### config.mk
export PLATFORM = sky130hd
export DESIGN_NAME = cdv_col_cell
export DESIGN_NICKNAME = d
export VERILOG_FILES = /design/src/hdl/cdv_pkg.sv /design/src/hdl/cdv_col_cell.sv
export SDC_FILE = /design/constraint.sdc
export NUM_CORES = 2
export LEC_CHECK = 0
export ABC_AREA = 1
export BUFFER_PORTS_ARGS = -buffer_cell sky130_fd_sc_hd__buf_2
export CAP_MARGIN = 25
export CORE_MARGIN = 2
export CORE_UTILIZATION = 71
export CTS_BUF_LIST = sky130_fd_sc_hd__clkbuf_16
export DETAILED_ROUTE_END_ITERATION = 6
export MAX_ROUTING_LAYER = met4
export PLACE_DENSITY = 0.9
export SYNTH_ARGS = -nofsm -noshare
export SYNTH_HDL_FRONTEND = slang
export SYNTH_SLANG_ARGS = --single-unit
### constraint.sdc
create_clock -name clk -period 10.2 [get_ports clk]
set_input_delay 1.53 -clock clk [delete_from_list [all_inputs] [get_ports clk]]
set_output_delay 1.53 -clock clk [all_outputs]
set_load 0.02 [all_outputs]
### src/hdl/cdv_pkg.sv
// ----------------------------------------------------------------------------
// cdv_pkg: shared types and constants
// Result widths and the tag that travels with each pixel down the pipeline.
// ----------------------------------------------------------------------------
package cdv_pkg;

  localparam int SUM_W   = 40;   // width of the exact convolution sum
  localparam int POS_OUT = 8;    // width of the reported row and column
  localparam int CFG_IDX_W = 2;  // configuration register index width
  localparam int CFG_DAT_W = 9;  // widest configuration register

  localparam logic [CFG_IDX_W-1:0] REG_IMAGE_SIZE  = 2'd0;
  localparam logic [CFG_IDX_W-1:0] REG_KERNEL_SIZE = 2'd1;

  localparam logic FUNC_WEIGHT = 1'b0;
  localparam logic FUNC_PIXEL  = 1'b1;

  // Per-pixel bookkeeping carried alongside the arithmetic.
  typedef struct packed {
    logic               emit;
    logic               last;
    logic [POS_OUT-1:0] orow;
    logic [POS_OUT-1:0] ocol;
  } cdv_tag_t;

endpackage

### src/hdl/cdv_col_cell.sv
// ----------------------------------------------------------------------------
// cdv_col_cell: window column cell
// Holds one window column, passes it to its left neighbor on each pixel,
// and forms the registered dot product with its weight column.
// ----------------------------------------------------------------------------
module cdv_col_cell
  import cdv_pkg::*;
#(
  parameter int KERNEL_MAX  = 5,
  parameter int SAMPLE_BITS = 16
) (
  input  logic                                    clk,
  input  logic                                    rst_n,
  input  logic                                    shift,
  input  logic                                    en,
  input  logic [KERNEL_MAX-1:0][SAMPLE_BITS-1:0]  col_in,
  input  logic [KERNEL_MAX-1:0][SAMPLE_BITS-1:0]  wcol,
  output logic [KERNEL_MAX-1:0][SAMPLE_BITS-1:0]  col_out,
  output logic signed [SUM_W-1:0]                 sum
);

  logic [KERNEL_MAX-1:0][SAMPLE_BITS-1:0] col_r;
  logic signed [SUM_W-1:0]                prod_r [KERNEL_MAX];
  logic signed [SUM_W-1:0]                prod_nxt [KERNEL_MAX];
  logic signed [SUM_W-1:0]                sum_r;
  logic signed [SUM_W-1:0]                sum_nxt;
  logic signed [2*SAMPLE_BITS-1:0]        p;

  always_comb begin
    sum_nxt = '0;
    p = '0;
    for (int i = 0; i < KERNEL_MAX; i++) begin
      // A zero weight gives a zero product even when the window slot holds
      // a line buffer word that was never loaded.
      if (wcol[i] == '0) begin
        p = '0;
      end else begin
        p = signed'(col_r[i]) * signed'(wcol[i]);
      end
      prod_nxt[i] = SUM_W'(p);
      sum_nxt = sum_nxt + prod_r[i];
    end
  end

  always_ff @(posedge clk) begin
    if (!rst_n) begin
      col_r <= '0;
    end else if (shift) begin
      col_r <= col_in;
    end
    if (en) begin
      for (int i = 0; i < KERNEL_MAX; i++) begin
        prod_r[i] <= prod_nxt[i];
      end
      sum_r <= sum_nxt;
    end
  end

  assign col_out = col_r;
  assign sum     = sum_r;

endmodule

# == After elaboration in Yosys (flattened, before gate mapping) ==
# Memory sizes are Yosys's and may differ from the RTL's.
# Index checks and enable logic that the tools add are counted.
# word_totals
ramBits,200
register_bits,120
mem_count,1
in_bits,164
out_inout_bits,120
# mem_list
name,depth,width,read_ports,rd_ports_with_merged_regs,write_ports,line_no,text
prod_r,5,40,5,0,5,cdv_col_cell.sv:23,logic signed [SUM_W-1:0] prod_r [KERNEL_MAX];
# classes
add_sub_neg,4
reduce_logical,5
muxes,7
n_mul,5
# op_table
cell,n
adder 40 bit,4
multiplier 16 x 16 -> 32 bit,5
2-to-1 mux 32 bit,5
zero test 16 bit,5
2-to-1 mux 1 bit,2

# == Depth between registers and ports, before layout ==
# depth
depth_word,4
ltp_mapped,28
mapped_depth_nobuf,26

# == Least setup slack after synthesis ==
# OpenSTA, ideal clock, no wires.
# synth_path
kind,input to register
start,in wcol[35] in the netlist's numbering
end,"mem prod_r[2][39] (netlist: prod_r[0][119]), data pin"
path_slack_ps,3388
setup_time_ps,253
path_stages,23
arrival_ps,6559
required_time_ps,9947
n_path_buf,2
cell_sequence,buf_2 -> clkbuf_1 -> nand2_1 -> inv_1 -> fa_1 -> fa_1 -> fa_1 -> fa_1 -> fa_1 -> inv_1 -> fa_1 -> inv_1 -> ha_1 -> nand2_1 -> nor2_1 -> inv_1 -> nor2_2 -> and2_1 -> nand2_1 -> nand2_1 -> nand2_1 -> nand2_1 -> nor2_1
# synth_rtl
item,line_no,text
start: declaration,cdv_col_cell.sv:17,"input logic [KERNEL_MAX-1:0][SAMPLE_BITS-1:0] wcol,"
end: declaration,cdv_col_cell.sv:23,

==> flow_summary.yaml <==
logic_synthesis:
  synth.most_common_cell: "inv_1"
  synth_area_leaders: "fa_1 41%, inv_1 13%, nand2_1 13%, edfxtp_1 8.8%, ha_1 8.2%"
  yosys.area.top_type_share_pct: 41.41
  synth_common_cells: "2,447 x inv_1, 2,296 x nand2_1, 1,408 x fa_1"
  syn-mean-instance-area_um2: 7.802
  post_synth_mux_area_share_pct: 0
  synth_compound_area_share_pct: 3.167
  share_of_the_synthesized_netlist_area_taken_by_xor_and_xnor_gates_pct: 0.5918
  synth_area_leader_cell: "fa_1"
  mappedNetlistNets: 10740
  synth.lib_cells_used.distinct: 45
  netlist_instances: 8725
  synth-edff-count: 200
  combinational_family_with_the_most_area_after_synthesis: "adder cells"
  synth-simple-area-share_pct: 19.86
  post_synthesis_share_of_cell_area_spent_on_full_adders_half_adders_and_majority_gates_pct: 49.60
  ys_seq_area_share_pct: 11.17
  postSynth.asyncResetShare_pct: 0
  synth_flop_cell: "edfxtp_1"
  netlist_area_mm2: 0.06808
  ys_seq_elements: 280
  number_of_warnings_printed_during_yosys_synthesis: 0
global_route:
  grt.overflow.total: 0
  via_count_of_the_first_global_routing_pass: 58610
  grt_pass1_wl_um: 303900
  grt_max_degree: 81
  groute.usage.overall_pct: 40.62
  grt_antenna_before_repair: 2
worst_setup_path:
  timing.critical_path.max_delay_family: "adder cells"
  worst-path-max-fanout: 17
  crit_path_cell_trace: "buf_2, nand2_1, inv_1, fa_1, fa_1, fa_1, fa_1, fa_1, fa_1, ha_1, nand2_1, inv_1, nand3_1, nor3_1, and2_1, nand2_1, nand2_1, nand2_1, nand2_1, nor2_1"
  cp.required_ps: 10580
  worstSetupPathType: "primary input to flop"
  cp_slowest_stage_delay_ps: 960
  timing.critical_path.buf_inv: 3
  crit_path_start_kind: "primary input"
  critical-path-slowest-cell: "fa_1"
  worst-path-stages: 20
  worstRegToRegCells: 20
  cp_data_arrival_time_ps: 7330
  timing.critical_path.to_type: "flop"
floorplanning:
  die_width_um: 313.6
  initial_core_util_pct: 71.65
  floorplan.die_area_mm2: 0.09837
  boundaryPins: 284
  site_rows: 113
  placeable_core_area_mm2: 0.09501
  fp.dieH_um: 313.6
placed_design:
  dp_hpwl_um: 152300
  finalWeightedCongestion: 0.9893
  port_buffers: 283
clocking:
  bufs_on_longest_clock_path: 3
  cts.repair_timing.setup_buffer_count: 0
  cts_htree_levels: 2
  cts_buffers: 39
  cts_tree: "built"
  clock_slew_at_reported_path_ffs_ps: 60
  cts.root.buffer_cell: "clkbuf_16"
  cts_repair_resize_count: 0
  cts_hold_repair.buffers: 0
  cts_sinks: 280
  clk_latency_ps: 620
finish:
  finish.net_count: 10730
  post-route-util_pct: 74.82
  syn_to_final_growth_pct: 4.420
  fillers: 6811
  layout-drive-gt1-share_pct: 5.340
hold_path:
  hp-class: "flop to flop"
  worst_hold_path_cell_count: 2
sta:
  setup_viol: 0
  final.period_utilization_pct: 68.14
  final.hold.worst_slack_ps: 547.6
  grt_setup_unrepaired: "no"
  worstMarginPinSlew_ps: 1101
  fmax_mhz: 143.9
  slew-limit-headroom_pct: 26.47
  timing.final.crit_period_ps: 6951
  finalHoldViolations: 0
  fin_skew_ps: 37.04
  finalMaxSlewViolations: 0
  fin_setup_tns_ps: 0
route:
  detail-route-antenna-nets: 0
  totalWireLength_um: 185800
  routed-via-count: 55570
  wl_per_cell_um: 18.56
  detail_route.iter0.violations: 5888
  drtPass1Iterations: 7
  drc: 1
  detail_route.vias_per_cell: 5.550
outcome:
  status: "complete, but fails checks"
  violations: "DRC"
run:
  cap_violations: 0
==> final timing paths <==
| check | start | endpoint | slack (ps) |
|---|---|---|---|
| setup / recovery | wcol[49] | prod_r[0][159]$_SDFFCE_PN0P_ | 3250 |
| setup reg to reg | col_out[47]$_SDFFE_PN0P_ | prod_r[0][103]$_SDFFCE_PN0P_ | 3490 |
| hold reg to reg | col_out[63]$_SDFFE_PN0P_ | col_out[63]$_SDFFE_PN0P_ | 550 |
| hold / removal | col_out[63]$_SDFFE_PN0P_ | col_out[63]$_SDFFE_PN0P_ | 550 |
==> cell type report <==
cell class              instances  area, um^2  area share, %
clock buffers                  40        1001          1.408
diodes                          2       5.005       0.007041
well taps                    1265        1583          2.227
multi-input cells            5645       49850          70.13
clock inverters                31       264.0         0.3714
flip-flops and latches        280        7607          10.70
repair buffers                299        1578          2.220
inverters                    2450        9198          12.94
==> placed cells by master, fill, tap and decap left out, types with 150 or more instances in the layout <==
| master | instances |
|---|---|
| a21oi_1 | 175 |
| buf_2 | 282 |
| edfxtp_1 | 200 |
| fa_1 | 1408 |
| ha_1 | 446 |
| inv_1 | 2449 |
| nand2_1 | 2296 |
| nand3_1 | 162 |
| nor2_1 | 642 |
| o21ai_0 | 150 |
==> cell families after synthesis <==
kind of cell | Yosys count
and+or+nand+nor | 3352
buffers and inverters | 2800
adders and majority gates | 1854
xor gates and xnor gates | 46
DFF | 280
AOI/OAI and AO/OA | 393
==> sequential cells by signal (all words and copies together), names as in the netlist <==
register and count:
sum 40, prod_r 160, col_out 80
==> tightest hold or removal path, stage by stage (launching register included) <==
cell and delay, ps:
dfxtp_1 350, o21ai_0 80, nor2_1 80
==> metrics by stage <==
| stage | worst slack, ps | cells | cell area (um^2) |
|---|---|---|---|
| 6_report | 3249 | 10010 | 71080 |
| 5_1_grt | 2940 | 10010 | 71080 |
| 4_1_cts | 3355 | 10010 | 71050 |
| 3_5_place_dp | 2710 | 9938 | 69790 |
| 3_3_place_gp | 2871 | 9937 | 69770 |
| 2_1_floorplan | 3388 | 8725 | 68080 |
==> routing by layer <==
layer / routed length [um] / global-route usage, %
met5: 0 / -
met4: 7949 / 15.04
met2: 87100 / 63.75
met3: 18470 / 6.459
met1: 72330 / 54.02
Power is not shown: default switching activity piles up to over one toggle a cycle in this logic, so the estimate is an artifact.
